### src/rtl/deq_pkg.sv
`default_nettype none

package deq_pkg;

    // Geometry
    localparam int CAPACITY    = 32;
    localparam int MAX_RESULTS = 32;
    localparam int DATA_W      = 32;
    localparam int SUM_W       = 37;
    localparam int OCC_W       = 6;
    localparam int MODE_W      = 3;
    localparam int STATUS_W    = 2;

    // Operation codes
    localparam logic [MODE_W-1:0] MODE_PUSH_FRONT = 3'd0;
    localparam logic [MODE_W-1:0] MODE_PUSH_BACK  = 3'd1;
    localparam logic [MODE_W-1:0] MODE_POP_FRONT  = 3'd2;
    localparam logic [MODE_W-1:0] MODE_POP_BACK   = 3'd3;
    localparam logic [MODE_W-1:0] MODE_DUMP_FWD   = 3'd4;
    localparam logic [MODE_W-1:0] MODE_DUMP_BWD   = 3'd5;

    // Result status codes
    localparam logic [STATUS_W-1:0] STATUS_OK    = 2'd0;
    localparam logic [STATUS_W-1:0] STATUS_EMPTY = 2'd1;
    localparam logic [STATUS_W-1:0] STATUS_FULL  = 2'd2;

    // Controller to datapath
    typedef struct packed {
        logic take;        // latch the accepted request
        logic decode;      // capture the single-result status
        logic push_wr;     // store value, move pointers, add to sum
        logic pop_rd;      // read the popped slot, move pointers
        logic dump_first;  // start a dump: read first slot, clear step
        logic dump_adv;    // read next dump slot, advance step
        logic ld_res;      // load a result without element
        logic ld_pop;      // load popped element, subtract from sum
        logic ld_dump;     // load dumped element
    } deq_cmd_t;

    // Datapath to controller
    typedef struct packed {
        logic is_push;
        logic is_pop;
        logic is_dump;
        logic full;
        logic empty;
        logic out_free;
        logic dump_end;
    } deq_stat_t;

endpackage

`default_nettype wire

### src/rtl/deq_ram.sv
`default_nettype none

module deq_ram #(
    parameter int WIDTH = deq_pkg::DATA_W,
    parameter int DEPTH = deq_pkg::CAPACITY
) (
    input  wire logic                     aclk,
    input  wire logic                     we,
    input  wire logic [$clog2(DEPTH)-1:0] waddr,
    input  wire logic [WIDTH-1:0]         wdata,
    input  wire logic                     re,
    input  wire logic [$clog2(DEPTH)-1:0] raddr,
    output logic      [WIDTH-1:0]         rdata
);

    logic [WIDTH-1:0] mem [DEPTH];

    always_ff @(posedge aclk) begin
        if (we) begin
            mem[waddr] <= wdata;
        end
        if (re) begin
            rdata <= mem[raddr];
        end
    end

endmodule

`default_nettype wire

### src/rtl/deq_ctrl.sv
`default_nettype none

module deq_ctrl (
    input  wire logic              aclk,
    input  wire logic              aresetn,
    input  wire logic              s_tvalid,
    output logic                   s_tready,
    input  wire deq_pkg::deq_stat_t st,
    output deq_pkg::deq_cmd_t      cmd
);

    typedef enum logic [4:0] {
        S_IDLE = 5'b00001,
        S_CMD  = 5'b00010,
        S_RES  = 5'b00100,
        S_POP  = 5'b01000,
        S_DUMP = 5'b10000
    } state_t;

    state_t state_reg, state_next;

    always_ff @(posedge aclk) begin
        if (!aresetn) begin
            state_reg <= S_IDLE;
        end else begin
            state_reg <= state_next;
        end
    end

    always_comb begin
        state_next = state_reg;
        cmd        = '0;
        s_tready   = 1'b0;
        unique case (state_reg)
            S_IDLE: begin
                s_tready = 1'b1;
                if (s_tvalid) begin
                    cmd.take   = 1'b1;
                    state_next = S_CMD;
                end
            end
            S_CMD: begin
                cmd.decode = 1'b1;
                if (st.is_push && !st.full) begin
                    cmd.push_wr = 1'b1;
                    state_next  = S_RES;
                end else if (st.is_pop && !st.empty) begin
                    cmd.pop_rd = 1'b1;
                    state_next = S_POP;
                end else if (st.is_dump && !st.empty) begin
                    cmd.dump_first = 1'b1;
                    state_next     = S_DUMP;
                end else begin
                    state_next = S_RES;
                end
            end
            S_RES: begin
                if (st.out_free) begin
                    cmd.ld_res = 1'b1;
                    state_next = S_IDLE;
                end
            end
            S_POP: begin
                if (st.out_free) begin
                    cmd.ld_pop = 1'b1;
                    state_next = S_IDLE;
                end
            end
            S_DUMP: begin
                if (st.out_free) begin
                    cmd.ld_dump = 1'b1;
                    if (st.dump_end) begin
                        state_next = S_IDLE;
                    end else begin
                        cmd.dump_adv = 1'b1;
                    end
                end
            end
            default: begin
                state_next = S_IDLE;
            end
        endcase
    end

endmodule

`default_nettype wire

### src/rtl/deq_dp.sv
`default_nettype none

module deq_dp #(
    parameter int CAPACITY = deq_pkg::CAPACITY
) (
    input  wire logic                         aclk,
    input  wire logic                         aresetn,
    input  wire deq_pkg::deq_cmd_t            cmd,
    output deq_pkg::deq_stat_t                st,
    input  wire logic [deq_pkg::MODE_W-1:0]   in_mode,
    input  wire logic [deq_pkg::DATA_W-1:0]   in_value,
    input  wire logic                         m_tready,
    output logic                              out_valid,
    output logic [deq_pkg::DATA_W-1:0]        out_element,
    output logic                              out_element_valid,
    output logic                              out_last,
    output logic [deq_pkg::STATUS_W-1:0]      out_status,
    output logic [deq_pkg::OCC_W-1:0]         out_occupancy,
    output logic [deq_pkg::SUM_W-1:0]         out_total
);

    localparam int IW   = $clog2(CAPACITY);
    localparam int CW   = $clog2(CAPACITY + 1);
    localparam int DW   = deq_pkg::DATA_W;
    localparam int SW   = deq_pkg::SUM_W;
    localparam int OW   = deq_pkg::OCC_W;
    localparam int NMAX = (CAPACITY < deq_pkg::MAX_RESULTS) ? CAPACITY
                                                            : deq_pkg::MAX_RESULTS;
    localparam logic [CW:0]   CAP_EXT  = (CW+1)'(CAPACITY);
    localparam logic [CW-1:0] CAP_CNT  = CW'(CAPACITY);
    localparam logic [CW-1:0] NMAX_CNT = CW'(NMAX);
    localparam logic [IW-1:0] LAST_IDX = IW'(CAPACITY - 1);

    logic [deq_pkg::MODE_W-1:0]   mode_reg;
    logic [DW-1:0]                value_reg;
    logic [IW-1:0]                front_reg, front_next;
    logic [CW-1:0]                count_reg, count_next;
    logic [SW-1:0]                sum_reg, sum_next;
    logic [CW-1:0]                step_reg, step_next;
    logic [CW-1:0]                last_step_reg;
    logic [deq_pkg::STATUS_W-1:0] res_status_reg;

    logic                         out_valid_reg;
    logic [DW-1:0]                out_elem_reg;
    logic                         out_ev_reg;
    logic                         out_last_reg;
    logic [deq_pkg::STATUS_W-1:0] out_status_reg;
    logic [OW-1:0]                out_occ_reg;
    logic [SW-1:0]                out_total_reg;

    logic                         is_push, is_pop, is_dump, full, empty, dir_back;
    logic [CW-1:0]                step_sel, offset, dump_len;
    logic [CW:0]                  pos_ext;
    logic [IW-1:0]                pos, front_dec, front_inc, waddr;
    logic [DW-1:0]                rdata;
    logic [SW-1:0]                sum_pop;
    logic [deq_pkg::STATUS_W-1:0] res_status;

    // Decode the held request
    assign is_push  = (mode_reg == deq_pkg::MODE_PUSH_FRONT) ||
                      (mode_reg == deq_pkg::MODE_PUSH_BACK);
    assign is_pop   = (mode_reg == deq_pkg::MODE_POP_FRONT) ||
                      (mode_reg == deq_pkg::MODE_POP_BACK);
    assign is_dump  = (mode_reg == deq_pkg::MODE_DUMP_FWD) ||
                      (mode_reg == deq_pkg::MODE_DUMP_BWD);
    assign dir_back = (mode_reg == deq_pkg::MODE_POP_BACK) ||
                      (mode_reg == deq_pkg::MODE_DUMP_BWD);
    assign full     = (count_reg == CAP_CNT);
    assign empty    = (count_reg == '0);

    always_comb begin
        if (is_push && full) begin
            res_status = deq_pkg::STATUS_FULL;
        end else if ((is_pop || is_dump) && empty) begin
            res_status = deq_pkg::STATUS_EMPTY;
        end else begin
            res_status = deq_pkg::STATUS_OK;
        end
    end

    // Logical offset from the front, then ring position
    assign step_sel = (cmd.pop_rd || cmd.dump_first) ? '0 : step_reg + CW'(1);

    always_comb begin
        if (cmd.push_wr) begin
            offset = count_reg;
        end else if (dir_back) begin
            offset = count_reg - CW'(1) - step_sel;
        end else begin
            offset = step_sel;
        end
    end

    assign pos_ext   = (CW+1)'(front_reg) + (CW+1)'(offset);
    assign pos       = (pos_ext >= CAP_EXT) ? IW'(pos_ext - CAP_EXT) : IW'(pos_ext);
    assign front_dec = (front_reg == '0) ? LAST_IDX : front_reg - IW'(1);
    assign front_inc = (front_reg == LAST_IDX) ? '0 : front_reg + IW'(1);
    assign waddr     = (mode_reg == deq_pkg::MODE_PUSH_FRONT) ? front_dec : pos;
    assign dump_len  = (count_reg > NMAX_CNT) ? NMAX_CNT : count_reg;
    assign sum_pop   = sum_reg - {{(SW-DW){rdata[DW-1]}}, rdata};

    deq_ram #(
        .WIDTH (DW),
        .DEPTH (CAPACITY)
    ) u_ram (
        .aclk  (aclk),
        .we    (cmd.push_wr),
        .waddr (waddr),
        .wdata (value_reg),
        .re    (cmd.pop_rd || cmd.dump_first || cmd.dump_adv),
        .raddr (pos),
        .rdata (rdata)
    );

    always_comb begin
        front_next = front_reg;
        count_next = count_reg;
        sum_next   = sum_reg;
        step_next  = step_reg;
        if (cmd.push_wr) begin
            count_next = count_reg + CW'(1);
            sum_next   = sum_reg + {{(SW-DW){value_reg[DW-1]}}, value_reg};
            if (mode_reg == deq_pkg::MODE_PUSH_FRONT) begin
                front_next = front_dec;
            end
        end
        if (cmd.pop_rd) begin
            count_next = count_reg - CW'(1);
            if (mode_reg == deq_pkg::MODE_POP_FRONT) begin
                front_next = front_inc;
            end
        end
        if (cmd.ld_pop) begin
            sum_next = sum_pop;
        end
        if (cmd.dump_first) begin
            step_next = '0;
        end else if (cmd.dump_adv) begin
            step_next = step_reg + CW'(1);
        end
    end

    always_ff @(posedge aclk) begin
        if (!aresetn) begin
            front_reg     <= '0;
            count_reg     <= '0;
            sum_reg       <= '0;
            out_valid_reg <= 1'b0;
        end else begin
            front_reg <= front_next;
            count_reg <= count_next;
            sum_reg   <= sum_next;
            if (cmd.ld_res || cmd.ld_pop || cmd.ld_dump) begin
                out_valid_reg <= 1'b1;
            end else if (m_tready) begin
                out_valid_reg <= 1'b0;
            end
        end
    end

    // Payload registers
    always_ff @(posedge aclk) begin
        step_reg <= step_next;
        if (cmd.take) begin
            mode_reg  <= in_mode;
            value_reg <= in_value;
        end
        if (cmd.decode) begin
            res_status_reg <= res_status;
        end
        if (cmd.dump_first) begin
            last_step_reg <= dump_len - CW'(1);
        end
        if (cmd.ld_res) begin
            out_elem_reg   <= '0;
            out_ev_reg     <= 1'b0;
            out_last_reg   <= 1'b1;
            out_status_reg <= res_status_reg;
            out_occ_reg    <= OW'(count_reg);
            out_total_reg  <= sum_reg;
        end else if (cmd.ld_pop) begin
            out_elem_reg   <= rdata;
            out_ev_reg     <= 1'b1;
            out_last_reg   <= 1'b1;
            out_status_reg <= deq_pkg::STATUS_OK;
            out_occ_reg    <= OW'(count_reg);
            out_total_reg  <= sum_pop;
        end else if (cmd.ld_dump) begin
            out_elem_reg   <= rdata;
            out_ev_reg     <= 1'b1;
            out_last_reg   <= st.dump_end;
            out_status_reg <= deq_pkg::STATUS_OK;
            out_occ_reg    <= OW'(count_reg);
            out_total_reg  <= sum_reg;
        end
    end

    assign st.is_push  = is_push;
    assign st.is_pop   = is_pop;
    assign st.is_dump  = is_dump;
    assign st.full     = full;
    assign st.empty    = empty;
    assign st.out_free = !out_valid_reg || m_tready;
    assign st.dump_end = (step_reg == last_step_reg);

    assign out_valid         = out_valid_reg;
    assign out_element       = out_elem_reg;
    assign out_element_valid = out_ev_reg;
    assign out_last          = out_last_reg;
    assign out_status        = out_status_reg;
    assign out_occupancy     = out_occ_reg;
    assign out_total         = out_total_reg;

endmodule

`default_nettype wire

### src/rtl/double_ended_queue_with_sum.sv
// Channel   Dir  Signals                    Contents (lowest bit first)
// request   in   s_tvalid/s_tready          s_tuser: mode[2:0]
//                s_tdata[39:0]              value[31:0], zero pad[39:32]
// result    out  m_tvalid/m_tready/m_tlast  m_tuser: element_valid[0], status[2:1]
//                m_tdata[79:0]              element[31:0], occupancy[37:32],
//                                           total[74:38], zero pad[79:75]
//
// Push, rejected push, empty pop or dump and unused modes: each request steps through
// accept, decode and result load. Pop likewise; the popped slot is fetched through
// the registered read port of the slot RAM. Dump of n elements: accept, decode, then one
// element per cycle while m_tready stays high, set by the one slot RAM read port.
// aresetn (synchronous, active low) empties the queue and clears the sum; slot
// contents are not cleared. A stalled result holds in the output register.
`default_nettype none

module double_ended_queue_with_sum #(
    parameter int CAPACITY = deq_pkg::CAPACITY
) (
    input  wire logic        aclk,
    input  wire logic        aresetn,
    input  wire logic        s_tvalid,
    output logic             s_tready,
    input  wire logic [2:0]  s_tuser,   // mode[2:0]
    input  wire logic [39:0] s_tdata,   // value[31:0], pad[39:32]
    output logic             m_tvalid,
    input  wire logic        m_tready,
    output logic             m_tlast,
    output logic [2:0]       m_tuser,   // element_valid[0], status[2:1]
    output logic [79:0]      m_tdata    // element[31:0], occupancy[37:32], total[74:38]
);

    deq_pkg::deq_cmd_t  cmd;
    deq_pkg::deq_stat_t st;

    logic [deq_pkg::DATA_W-1:0]   element;
    logic                         element_valid;
    logic [deq_pkg::STATUS_W-1:0] status;
    logic [deq_pkg::OCC_W-1:0]    occupancy;
    logic [deq_pkg::SUM_W-1:0]    total;

    // Sequence the request: accept, decode, then one or more result loads
    deq_ctrl u_ctrl (
        .aclk     (aclk),
        .aresetn  (aresetn),
        .s_tvalid (s_tvalid),
        .s_tready (s_tready),
        .st       (st),
        .cmd      (cmd)
    );

    // Ring store, pointers, running sum and the output register
    deq_dp #(
        .CAPACITY (CAPACITY)
    ) u_dp (
        .aclk              (aclk),
        .aresetn           (aresetn),
        .cmd               (cmd),
        .st                (st),
        .in_mode           (s_tuser),
        .in_value          (s_tdata[deq_pkg::DATA_W-1:0]),
        .m_tready          (m_tready),
        .out_valid         (m_tvalid),
        .out_element       (element),
        .out_element_valid (element_valid),
        .out_last          (m_tlast),
        .out_status        (status),
        .out_occupancy     (occupancy),
        .out_total         (total)
    );

    // Pack the result fields; pad upper bits with zeros
    assign m_tuser = {status, element_valid};
    assign m_tdata = {5'd0, total, occupancy, element};

endmodule

`default_nettype wire

### config.mk
export PLATFORM = sky130hd
export DESIGN_NAME = double_ended_queue_with_sum
export DESIGN_NICKNAME = d
export VERILOG_FILES = /design/src/rtl/deq_pkg.sv /design/src/rtl/deq_ram.sv /design/src/rtl/deq_ctrl.sv /design/src/rtl/deq_dp.sv /design/src/rtl/double_ended_queue_with_sum.sv
export SDC_FILE = /design/constraint.sdc
export NUM_CORES = 1
export LEC_CHECK = 0
export BUFFER_PORTS_ARGS = -buffer_cell sky130_fd_sc_hd__buf_2
export CAP_MARGIN = 10
export CELL_PAD_IN_SITES_DETAIL_PLACEMENT = 0
export CELL_PAD_IN_SITES_GLOBAL_PLACEMENT = 1
export CORE_ASPECT_RATIO = 0.5
export CORE_MARGIN = 10
export CORE_UTILIZATION = 58
export DETAILED_ROUTE_END_ITERATION = 6
export PLACE_DENSITY_LB_ADDON = 0.12
export SETUP_SLACK_MARGIN = 0.4
export SLEW_MARGIN = 10
export SYNTH_ARGS = -nofsm -noshare
export SYNTH_HDL_FRONTEND = slang
export SYNTH_SLANG_ARGS = --single-unit
### constraint.sdc
create_clock -name aclk -period 21.7 [get_ports aclk]
set_input_delay 4.34 -clock aclk [delete_from_list [all_inputs] [get_ports aclk]]
set_output_delay 4.34 -clock aclk [all_outputs]
set_load 0.05 [all_outputs]
==> results.ini <==
[outcome]
status=complete, no violations

[placed_design]
portBuffers=119
dp.cells=4154
place_congestion=0.8660
dp_hpwl_um=72860

[route]
viasPerCell=6.366
vias=27710
drc=0
firstDrtPassIters=7
drtAntennaViolNets=0
wire_per_inst_um=29.24
wl_um=127300
detail_route.iter0.violations=3462

[global_route]
grt-ovfl-total=0
grt_usage_pct=24.78
grt_max_degree=87
antenna_found_initial=13
grt_pass1_vias=27450
grt_pass1_wl_um=185600

[yosys]
avgSynthCellArea_um2=17.74
yosysMostFrequentCell=edfxtp_1
synth_top_area_share_pct=66.62
synth-edff-count=1144
synth-seq-area-share_pct=70.27
synth-async-reset-ratio_pct=0
synth_area_leader_cell=edfxtp_1
synthCells=2907
ys_types=75
yosys_warnings=0
synth-main-ff-cell=edfxtp_1
synth_commonest_cells=edfxtp_1 (1144), mux4_2 (320), nand2_1 (232)
synth-seq-cells=1238
synthTopCellsByArea=edfxtp_1 (67%), mux4_2 (14%), dfxtp_1 (3.6%), ha_1 (2.2%), nand2_1 (1.7%)
syn-cell-area_um2=51570

[hold_path]
hold_path_depth=2
hold_path.class=reg2reg
holdCritStartpoint=u_dp.out_element[23]
holdPathEnd=u_dp.out_element[23]

[timing]
slew_violations=0
finalClockSkew_ps=61.62
fin_crit_ps=8348
slew_headroom_pct=16.46
finalSetupViolCount=0
holdWs_ps=455.5
hold_violations=0
worst_pin_slew_ps=1253
period_share_pct=38.47
max_freq_mhz=119.8
fin_tns_setup_ps=0
rsz0062_at_grt=no

[setup_path]
worstReg2RegEnd=u_dp.u_ram.rdata[9]
cp.required_ps=22130
max_stage_delay_ps=1380
start_kind=flip-flop
end_kind=flip-flop
timing.critical_path.mode_cell=o21ai_0
worst-setup-path-type=reg2reg
cp.arrival_ps=8770
cp_max_fo=56
path_cells=inv_1 > ha_1 > or4b_1 > mux2i_1 > nor2_1 > o21ai_0 > nor2b_1 > ha_1 > fa_1 > o21ai_0 > nand2_1 > o21ai_0 > inv_1 > fa_4 > buf_4 > buf_4 > mux4_2 > mux4_2 > mux2_2
crit_buf_inv=4
rrSetupSlack_ps=13350
cp_slowest_cell=fa_4
reg2reg_depth=19
r2r-start=u_dp.count_reg[0]
path_delay_family=adder cells

[clocking]
cts.sinks=1238
cts_htree_levels=3
insertion_delay_ps=730
ctsHoldBuffers=0
cts.reportedPaths.clkPinSlew_ps=70
ctsResizeCount=0
ctsLongestPathBuffers=3
cts_setup_buffers=0
numCtsBuffers=104
clockRootBuffer=clkbuf_16
cts_tree=built

[final_layout]
syn_to_final_growth_pct=11.27
nNetsFinal=3219
multi_input_area_um2=14840
final_layout_size_suffix_gt1_share_pct=23.88
fillCellCount=6117
largest_reg_flops=1024
regArea_um2=36230
final_cells=4353

[floorplanning]
core-area_um2=88250
die_w_um=441.7
fp-row-count=77
start_util_pct=58.43
die_h_um=230.8
ios=133
die_area_um2=102000

[job]
cap_violations=0

[power]
p_per_area_nw_per_um2=84.34
vdd_drop_max_uv=69.49
p_leak_uw=0.01958

==> report_power, final <==
part / total, uW / internal [uW] / switching, uW / leakage [uW]
Combinational: 377 / 166 / 211 / 0.00687
Sequential: 2640 / 2620 / 17.8 / 0.0111
Clock: 1820 / 959 / 864 / 0.00159
==> cell type report <==
cell class,count,share of cell area [%]
Antenna cell,2,0.008723
Clock buffer,127,4.723
Clock inverter,68,1.021
Inverter,77,0.5037
Multi-Input combinational cell,1460,25.87
Sequential cell,1238,63.15
Tap cell,1185,2.584
Timing Repair Buffer,196,2.137
==> cell families after synthesis <==
group / share of synthesized area, %
fa+ha+maj: 2.363
buf+inv: 1.604
compound gates: 4.911
simple gates: 4.584
mux: 14.87
other cells: 0.007272
flops: 70.27
xor+xnor: 1.390
==> how the worst max path moves through the flow <==
stage	slack, ps	endpoint	cells past startpoint	from
2_1_floorplan	14930	u_dp.u_ram.mem[13][0]	21	u_dp.count_reg[0]
3_3_place_gp	13400	u_dp.u_ram.rdata[9]	19	u_dp.count_reg[0]
3_5_place_dp	13410	u_dp.u_ram.rdata[9]	19	u_dp.count_reg[0]
4_1_cts	13440	u_dp.u_ram.rdata[9]	19	u_dp.count_reg[0]
5_1_grt	12890	u_dp.u_ram.rdata[8]	19	u_dp.count_reg[0]
6_report	13350	u_dp.u_ram.rdata[9]	19	u_dp.count_reg[0]
==> worst register-to-register path, delay by kind of cell, from the launching register on <==
family	cells	cell delay, ps
DFF	1	420
buffers and inverters	4	1880
adders and majority gates	4	2380
muxes	4	1650
and+or+nand+nor	4	1030
AOI/OAI and AO/OA	3	760
==> stage by stage <==
step	cell area (um2)	worst slack, ps	total power (uW)	utilization, %
6_report	57380	13350	4839	65.02
5_1_grt	57370	12890	4987	65.01
4_1_cts	57330	13440	4871	64.96
3_5_place_dp	54030	13410	3066	61.23
3_3_place_gp	54030	13400	3061	61.23
2_1_floorplan	51580	14930	2936	-
==> metal layers <==
layer	vias up	GRT usage, %	part of all wire (%)
li1	11940	-	-
met1	14310	36.76	43
met2	1277	36.31	44
met3	179	7.349	11
met4	4	5.887	2.0
met5	-	0	0.017
==> cell usage in the layout (no fill, tap or decap), drive strengths merged, types with 7 or more instances in the layout <==
master,n
a21oi,138
a22oi,11
xor2,34
dfxtp,94
nand2,232
a31oi,19
ha,91
o211ai,10
and3,11
clkinv,56
or3,7
edfxtp,1144
clkbuf,127
nand3,40
o21ai,57
nor2,132
nor2b,17
a211oi,12
inv,79
mux4,320
xnor2,47
a21o,48
mux2i,9
o21a,24
mux2,33
and2,14
nor3,19
o221ai,8
o31a,10
nor4,8
nand2b,13
buf,196
Power figures use the tool's default switching activity.
